## config.mk

```make
export PLATFORM = sky130hd
export DESIGN_NAME = dns_name_label_encoder_core
export DESIGN_NICKNAME = d
export VERILOG_FILES = /design/src/rtl/dnle_pkg.sv /design/src/rtl/dnle_cell.sv /design/src/rtl/dnle_ctrl.sv /design/src/rtl/dns_name_label_encoder_core.sv
export SDC_FILE = /design/constraint.sdc
export NUM_CORES = 1
export LEC_CHECK = 0
export ABC_AREA = 1
export BUFFER_PORTS_ARGS = -buffer_cell sky130_fd_sc_hd__buf_2
export CORE_ASPECT_RATIO = 0.75
export CORE_MARGIN = 8
export CORE_UTILIZATION = 40
export DETAILED_ROUTE_END_ITERATION = 10
export PLACE_DENSITY = 0.56
export SYNTH_ARGS = -nofsm -noshare
export SYNTH_HDL_FRONTEND = slang
export SYNTH_HIERARCHICAL = 1
export SYNTH_SLANG_ARGS = --single-unit
```

## constraint.sdc

```tcl
create_clock -name clk_i -period 7.4 [get_ports clk_i]
set_input_delay 1.48 -clock clk_i [delete_from_list [all_inputs] [get_ports clk_i]]
set_output_delay 1.48 -clock clk_i [all_outputs]
set_load 0.01 [all_outputs]
```

## src/rtl/dnle_pkg.sv

```systemverilog
// dnle_pkg: shared types and constants for the dns name label encoder
// no dependencies; imported by every module of the block
`default_nettype none

package dnle_pkg;

  localparam int unsigned WIRE_W = 13;

  localparam logic [7:0]        DOT_CHAR       = 8'h2E;
  localparam logic [7:0]        TERM_BYTE      = 8'h00;
  localparam logic [WIRE_W-1:0] MAX_WIRE_RESET = 13'd256;

  typedef logic [WIRE_W-1:0] wire_len_t;

  typedef enum logic [1:0] {
    ST_OK         = 2'd0,
    ST_LABEL_LONG = 2'd1,
    ST_NO_SPACE   = 2'd2
  } status_e;

  typedef enum logic {
    S_IDLE,
    S_EMIT
  } ctrl_state_e;

  // broadcast to every cell: move the chain toward the head by one or two
  typedef struct packed {
    logic by_one;
    logic by_two;
  } cell_shift_t;

endpackage

`default_nettype wire

```

## src/rtl/dnle_cell.sv

```systemverilog
// dnle_cell: one byte of the label chain, loaded by index or from its neighbors
// depends on dnle_pkg
`default_nettype none

module dnle_cell
  import dnle_pkg::*;
(
  input  wire logic        clk_i,
  input  wire cell_shift_t shift_i,
  input  wire logic        wr_en_i,
  input  wire logic [7:0]  wr_data_i,
  input  wire logic [7:0]  next_one_i,
  input  wire logic [7:0]  next_two_i,
  output      logic [7:0]  data_o
);

  logic [7:0] data_q;
  logic [7:0] data_d;

  always_comb begin
    data_d = data_q;
    if (wr_en_i) begin
      data_d = wr_data_i;
    end else if (shift_i.by_one) begin
      data_d = next_one_i;
    end else if (shift_i.by_two) begin
      data_d = next_two_i;
    end
  end

  always_ff @(posedge clk_i) begin
    data_q <= data_d;
  end

  assign data_o = data_q;

endmodule

`default_nettype wire

```

## src/rtl/dnle_ctrl.sv

```systemverilog
// dnle_ctrl: name sequencer, wire space accounting and result register
// depends on dnle_pkg; drives the shift and write controls of the cell chain
`default_nettype none

module dnle_ctrl
  import dnle_pkg::*;
#(
  parameter int unsigned MAX_LABEL = 63,
  localparam int unsigned CW       = $clog2(MAX_LABEL + 1)
) (
  input  wire logic        clk_i,
  input  wire logic        rst_ni,
  input  wire logic        cfg_we_i,
  input  wire wire_len_t   cfg_wdata_i,
  input  wire logic        in_valid_i,
  output      logic        in_ready_o,
  input  wire logic [7:0]  char_byte_i,
  input  wire logic        is_end_i,
  input  wire logic [7:0]  head_byte_i,
  input  wire logic [7:0]  head_next_i,
  output      cell_shift_t shift_o,
  output      logic        char_wr_o,
  output      logic [CW-1:0] wr_idx_o,
  output      logic        out_valid_o,
  input  wire logic        out_ready_i,
  output      logic [7:0]  first_byte_o,
  output      logic [7:0]  second_byte_o,
  output      logic        second_valid_o,
  output      logic        name_done_o,
  output      logic [1:0]  status_o
);

  ctrl_state_e state_q, state_d;
  logic [CW-1:0] count_q, count_d;
  logic [CW-1:0] rem_q, rem_d;
  wire_len_t     wire_q, wire_d;
  wire_len_t     max_q;
  logic          skip_q, skip_d;
  logic          end_q, end_d;
  logic          out_valid_q;

  logic [7:0] first_q, first_d;
  logic [7:0] second_q, second_d;
  logic       sec_vld_q, sec_vld_d;
  logic       done_q, done_d;
  status_e    status_q, status_d;
  logic       load;

  logic          out_free;
  logic          in_fire;
  logic [WIRE_W:0] label_need;
  logic          term_ok;

  assign out_free   = !out_valid_q || out_ready_i;
  assign in_ready_o = (state_q == S_IDLE) && out_free;
  assign in_fire    = in_valid_i && in_ready_o;

  assign label_need = {1'b0, wire_q} + (WIRE_W + 1)'(count_q) + (WIRE_W + 1)'(1);
  assign term_ok    = ({1'b0, wire_q} + (WIRE_W + 1)'(1)) <= {1'b0, max_q};

  always_comb begin
    state_d   = state_q;
    count_d   = count_q;
    rem_d     = rem_q;
    wire_d    = wire_q;
    skip_d    = skip_q;
    end_d     = end_q;
    shift_o   = '0;
    char_wr_o = 1'b0;
    load      = 1'b0;
    first_d   = '0;
    second_d  = '0;
    sec_vld_d = 1'b0;
    done_d    = 1'b0;
    status_d  = ST_OK;

    case (state_q)
      S_IDLE: begin
        if (in_fire) begin
          if (skip_q) begin
            if (is_end_i) begin
              skip_d  = 1'b0;
              count_d = '0;
              wire_d  = '0;
            end
          end else if (!is_end_i && char_byte_i != DOT_CHAR) begin
            if (count_q == CW'(MAX_LABEL)) begin
              load     = 1'b1;
              done_d   = 1'b1;
              status_d = ST_LABEL_LONG;
              skip_d   = 1'b1;
              count_d  = '0;
              wire_d   = '0;
            end else begin
              char_wr_o = 1'b1;
              count_d   = count_q + CW'(1);
            end
          end else if (count_q == '0) begin
            // empty label closes the name early
            load     = 1'b1;
            done_d   = 1'b1;
            first_d  = TERM_BYTE;
            status_d = term_ok ? ST_OK : ST_NO_SPACE;
            skip_d   = !is_end_i;
            count_d  = '0;
            wire_d   = '0;
          end else if (label_need > {1'b0, max_q}) begin
            load     = 1'b1;
            done_d   = 1'b1;
            status_d = ST_NO_SPACE;
            skip_d   = !is_end_i;
            count_d  = '0;
            wire_d   = '0;
          end else begin
            // length byte rides with the first label byte
            load            = 1'b1;
            first_d         = 8'(count_q);
            second_d        = head_byte_i;
            sec_vld_d       = 1'b1;
            shift_o.by_one  = 1'b1;
            rem_d           = count_q - CW'(1);
            count_d         = '0;
            wire_d          = label_need[WIRE_W-1:0];
            end_d           = is_end_i;
            if (count_q == CW'(1) && !is_end_i) begin
              state_d = S_IDLE;
            end else begin
              state_d = S_EMIT;
            end
          end
        end
      end

      S_EMIT: begin
        if (out_free) begin
          load = 1'b1;
          if ({1'b0, rem_q} >= (CW + 1)'(2)) begin
            first_d        = head_byte_i;
            second_d       = head_next_i;
            sec_vld_d      = 1'b1;
            shift_o.by_two = 1'b1;
            rem_d          = rem_q - CW'(2);
            if ({1'b0, rem_q} == (CW + 1)'(2) && !end_q) begin
              state_d = S_IDLE;
            end
          end else if (rem_q == CW'(1)) begin
            first_d = head_byte_i;
            rem_d   = '0;
            if (end_q && term_ok) begin
              second_d  = TERM_BYTE;
              sec_vld_d = 1'b1;
              done_d    = 1'b1;
              wire_d    = '0;
              state_d   = S_IDLE;
            end else if (!end_q) begin
              state_d = S_IDLE;
            end
          end else begin
            // terminator alone, or the space error after the last label
            first_d  = TERM_BYTE;
            done_d   = 1'b1;
            status_d = term_ok ? ST_OK : ST_NO_SPACE;
            wire_d   = '0;
            state_d  = S_IDLE;
          end
        end
      end

      default: begin
        state_d = S_IDLE;
      end
    endcase
  end

  always_ff @(posedge clk_i or negedge rst_ni) begin
    if (!rst_ni) begin
      state_q     <= S_IDLE;
      count_q     <= '0;
      rem_q       <= '0;
      wire_q      <= '0;
      skip_q      <= 1'b0;
      end_q       <= 1'b0;
      max_q       <= MAX_WIRE_RESET;
      out_valid_q <= 1'b0;
    end else begin
      state_q     <= state_d;
      count_q     <= count_d;
      rem_q       <= rem_d;
      wire_q      <= wire_d;
      skip_q      <= skip_d;
      end_q       <= end_d;
      out_valid_q <= load || (out_valid_q && !out_ready_i);
      if (cfg_we_i) begin
        max_q <= cfg_wdata_i;
      end
    end
  end

  always_ff @(posedge clk_i) begin
    if (load) begin
      first_q   <= first_d;
      second_q  <= second_d;
      sec_vld_q <= sec_vld_d;
      done_q    <= done_d;
      status_q  <= status_d;
    end
  end

  assign wr_idx_o       = count_q;
  assign out_valid_o    = out_valid_q;
  assign first_byte_o   = first_q;
  assign second_byte_o  = second_q;
  assign second_valid_o = sec_vld_q;
  assign name_done_o    = done_q;
  assign status_o       = status_q;

endmodule

`default_nettype wire

```

## src/rtl/dns_name_label_encoder_core.sv

```systemverilog
// Encodes a dotted domain name, one character per transaction, into DNS wire
// labels: a length byte, the label bytes, and a zero byte at the end of the
// name, packed two wire bytes per result. Label bytes are held in a chain of
// MAX_LABEL byte cells and drained from its head two per cycle while the
// output register is free. A dot or an end item that closes a label holds
// the input until the label and, for an end item, the terminator have moved
// into the output register, one result per step; a result that waits there
// stalls the input further. An empty label ends the name, a label over
// MAX_LABEL bytes or a name over max_wire_length bytes gives one error result
// with name_done set, and the rest of that name is dropped up to its end
// item. Already delivered bytes of a failed name are void.
// depends on dnle_pkg, dnle_cell, dnle_ctrl
`default_nettype none

module dns_name_label_encoder_core
  import dnle_pkg::*;
#(
  parameter int unsigned MAX_LABEL = 63
) (
  input  wire logic        clk_i,
  input  wire logic        rst_ni,
  input  wire logic        cfg_we_i,
  input  wire logic [12:0] cfg_wdata_i,
  input  wire logic        in_valid_i,
  output      logic        in_ready_o,
  input  wire logic [7:0]  char_byte_i,
  input  wire logic        is_end_i,
  output      logic        out_valid_o,
  input  wire logic        out_ready_i,
  output      logic [7:0]  first_byte_o,
  output      logic [7:0]  second_byte_o,
  output      logic        second_valid_o,
  output      logic        name_done_o,
  output      logic [1:0]  status_o
);

  localparam int unsigned CW = $clog2(MAX_LABEL + 1);

  logic [7:0]    cell_data [MAX_LABEL + 2];
  cell_shift_t   shift;
  logic          char_wr;
  logic [CW-1:0] wr_idx;

  assign cell_data[MAX_LABEL]     = '0;
  assign cell_data[MAX_LABEL + 1] = '0;

  for (genvar i = 0; i < MAX_LABEL; i++) begin : g_cell
    dnle_cell u_cell (
      .clk_i      (clk_i),
      .shift_i    (shift),
      .wr_en_i    (char_wr && (wr_idx == CW'(i))),
      .wr_data_i  (char_byte_i),
      .next_one_i (cell_data[i + 1]),
      .next_two_i (cell_data[i + 2]),
      .data_o     (cell_data[i])
    );
  end

  dnle_ctrl #(
    .MAX_LABEL (MAX_LABEL)
  ) u_ctrl (
    .clk_i          (clk_i),
    .rst_ni         (rst_ni),
    .cfg_we_i       (cfg_we_i),
    .cfg_wdata_i    (cfg_wdata_i),
    .in_valid_i     (in_valid_i),
    .in_ready_o     (in_ready_o),
    .char_byte_i    (char_byte_i),
    .is_end_i       (is_end_i),
    .head_byte_i    (cell_data[0]),
    .head_next_i    (cell_data[1]),
    .shift_o        (shift),
    .char_wr_o      (char_wr),
    .wr_idx_o       (wr_idx),
    .out_valid_o    (out_valid_o),
    .out_ready_i    (out_ready_i),
    .first_byte_o   (first_byte_o),
    .second_byte_o  (second_byte_o),
    .second_valid_o (second_valid_o),
    .name_done_o    (name_done_o),
    .status_o       (status_o)
  );

endmodule

`default_nettype wire

```

==> metrics.md <==
| Metric | Value |
|---|---|
| Top cell type's share of synthesized area | `42.4%` |
| Worst Max-Slew Pin Slew | `1070 ps` |
| Avg WL per Cell | `15.9 um` |
| Vias in the first global route | `roughly 28000` |
| Crit path capture type | `flop` |
| Chip height | `280 um` |
| CTS tree | `done` |
| Mapped cell area | `around 0.037 sq mm` |
| Number of synthesis warnings | `6` |
| CTS max path bufs | `3` |
| Pwr Density | `about 370 mW/mm^2` |
| Worst reg2reg path depth | `23` |
| # rows | `96` |
| Reg2reg setup slack | `1960 ps` |
| ANT nets after route | `0` |
| Hold Fails Final Rpt | `0` |
| Leading area contributor after synthesis | `edfxtp_1` |
| Primary FF master, synth | `edfxtp_1` |
| Via count | `roughly 30000` |
| Crit path largest cell delay | `490 ps` |
| WHS Path Cells | `2` |
| Async SR Flop Fraction | `7.42%` |
| CP max-delay cell | `dfrtp_1` |
| Unique masters post-synth | `47` |
| Routed WL | `slightly above 100000 um` |
| Area Growth Syn to Fin | `7.76%` |
| Post-synthesis sequential area ratio | `a little under half` |
| Layout Nets | `5223` |
| Drt pass-1 iters | `6` |
| Setup TNS | `0 ps` |
| Status | `completed` |
| Max VDD drop | `246 uV` |
| EDFF count, synth | `524` |
| F_max | `0.184 GHz` |
| Worst-path clk slew | `60 ps` |
| Final setup fails | `0` |
| Worst Slack Setup Final | `1960 ps` |
| Unrepaired setup endpoints after global routing | `false` |
| Placed cells | `6319` |
| Setup repair bufs after CTS | `0` |
| WHS Endpoint | `u_ctrl/rem_q[2]` |
| Slew Limit Fails | `0` |
| Crit share post-route | `73.5%` |
| Worst hold start | `u_ctrl/rem_q[2]` |
| Filler Cells Inserted | `9474` |
| CP Class | `reg2reg` |
| Commonest non-fill, non-tap cell in the layout | `nand2_1` |
| Worst Hold Class | `reg2reg` |
| Later-pin clock latency in the skew report | `650 ps` |
| Setup crit start kind | `flop` |
| Syn Inst Count | `5115` |
| CTS Buf Count | `61` |
| Mean Syn Cell Area | `7.25 sq um` |
| Clk_skew | `25.2 ps` |
| Area contributors post-synth | `edfxtp_1 (42%), nand2_1 (22%), inv_1 (7.4%), nand3_1 (7.3%), buf_6 (3.9%)` |
| Die area | `0.103 sq mm` |
| Slew margin rel. | `between 20 and 30%` |
| # H-tree levels | `2` |
| Crit path launch | `u_ctrl/wr_idx_o[0]` |
| Design Area, Final | `0.0400 sq mm` |
| Share of layout cells above drive strength 1 | `around 15%` |
| Root Buffer Master | `clkbuf_16` |
| # resized after CTS | `0` |
| DRC viols | `0` |
| Initial antenna violation count | `3` |
| Port buffer count | `48` |
| Post-DP HPWL | `69700 um` |
| Die W | `368 um` |
| P_leak | `20.5 nW` |
| Worst R2R Start | `u_ctrl/wr_idx_o[0]` |
| CP Data Required Time | `about 7700 ps` |
| Hold-fix buffers, CTS | `0` |
| Gpl congestion | `0.851` |
| Placed cell area | `0.0379 sq mm` |
| Crit path time final | `5440 ps` |
| Initial Util | `40.5%` |
| Most frequent cells in the layout | `nand2_1 (2194), inv_1 (730), nand3_1 (544), edfxtp_1 (524), inv_2 (382)` |
| Crit path arrival time | `5740 ps` |
| Initial DRC Count | `2882` |
| Crit Reg-Reg Endpoint | `g_cell[24].u_cell/data_o[5]` |
| Largest net degree at the start of global routing | `99` |
| Finished Core Util | `43.6%` |
| Via density | `4.66` |
| Clk sinks | `566` |
| Total GRT Usage | `between 10% and 20%` |
| Number of I/O pins | `49` |
| Pre-CTS setup slack | `2010 ps` |
| Most common cell on crit path | `nand2_1` |
| Total core area | `approximately 0.092 sq mm` |
| Max-cap violation count | `0` |
| CP max FO | `92` |
| Post-Layout Cell Count | `6433` |
| Crit-path cells | `inv_1 > ha_1 > inv_1 > fa_1 > a21oi_1 > o21ai_0 > nand2_1 > nand2_1 > nand2_1 > xor2_1 > inv_1 > ha_1 > nand3_1 > nor3_1 > nand4_1 > nand2_1 > nand3_2 > nor2_2 > nand2_2 > inv_8 > buf_12 > nor2_1 > nand2_1` |
| FF+latch count, synth | `566` |
| Ant. Diodes | `0` |
| Grt total ovfl | `0` |
| First-pass GRT wire length | `161000 um` |
==> area by class of cell <==
class | count | area (sq um) | area share (%)
Clock inverter | 35 | 375 | 0.939
Timing Repair Buffer | 96 | 708 | 1.77
Sequential cell | 566 | 16800 | 42.0
Clock buffer | 79 | 1670 | 4.17
Inverter | 1239 | 5290 | 13.2
Multi-Input combinational cell | 3193 | 13600 | 34.0
Tap cell | 1225 | 1530 | 3.83
==> worst max path at each step <==
| stage | end | slack (ps) |
|---|---|---|
| 3_5_place_dp | g_cell[1].u_cell/data_o[5] | 2010 |
| 4_1_cts | g_cell[1].u_cell/data_o[4] | 1990 |
| 6_report | g_cell[24].u_cell/data_o[5] | 1960 |
| 3_3_place_gp | g_cell[10].u_cell/data_o[2] | 2050 |
| 5_1_grt | g_cell[53].u_cell/data_o[7] | 1500 |
| 2_1_floorplan | g_cell[0].u_cell/data_o[0] | 1590 |
==> sequential cells by signal, summed over array words and instances (netlist names) <==
name,cells
u_ctrl/state_q,1
u_ctrl/end_q,1
u_ctrl/second_byte_o,8
u_ctrl/second_valid_o,1
u_ctrl/skip_q,1
u_ctrl/name_done_o,1
u_ctrl/first_byte_o,8
u_ctrl/max_q,13
u_ctrl/status_o,2
u_ctrl/wire_q,13
u_ctrl/out_valid_o,1
u_ctrl/rem_q,6
u_ctrl/wr_idx_o,6
g_cell.u_cell/data_o,504
==> cell usage after synthesis, types with 2 or more instances <==
cell         n
nor2_1     185
nand2_1   2194
ha_1        38
buf_4        5
buf_6      128
o22ai_1      9
inv_6       63
o21ai_0     34
or2_1        2
dfrtp_1     41
edfxtp_1   524
nand2_2     70
xor2_1      21
clkinv_4    63
xnor2_1      4
o21ai_1      3
inv_2      382
clkbuf_1     3
inv_1      731
nand3_2      2
nor3_1       8
a21oi_1     20
nor4_1       2
nand4_1     12
o21bai_1     2
nor2_2       2
buf_2        4
nand3_1    544
==> metrics by stage <==
step                      hold WS, ps  power [mW]
after global placement            460        11.8
after detailed placement          473        11.8
final                             502        15.0
after floorplan                   442        10.2
after global routing              517        16.1
after CTS                         491        15.1
==> layer usage <==
metal / vias up / GRT usage (%) / part of all wire [%]
li1: 15500 / - / -
met4: 0 / 3.44 / 1.4
met5: - / 0 / 0
met1: 13500 / 30.0 / 50
met2: 846 / 28.7 / 42
met3: 104 / 2.96 / 6.7
==> where the power goes <==
part           leakage, nW  internal (mW)  switching (mW)
Sequential            5.43           5.59           0.935
Combinational         14.1           1.62            3.64
Clock                 1.00           1.86            1.33
==> logic make-up after synthesis <==
kind of cell,after synthesis,synth area share [%]
flops,566,45.3
other cells,1,0.0101
mux,1,0.0304
fa+ha+maj,39,1.34
buf+inv,1379,18.3
xor+xnor,25,0.590
compound gates,75,1.18
simple gates,3029,33.3
==> critical path, delay by kind of cell, from the launching register on <==
family | cells | cell delay, ps
AOI/OAI and AO/OA | 2 | 290
xor gates and xnor gates | 1 | 250
adders and majority gates | 3 | 920
buffers and inverters | 5 | 1190
DFF | 1 | 490
and+or+nand+nor | 12 | 1760
No activity file was read; power rests on OpenSTA's default activity.
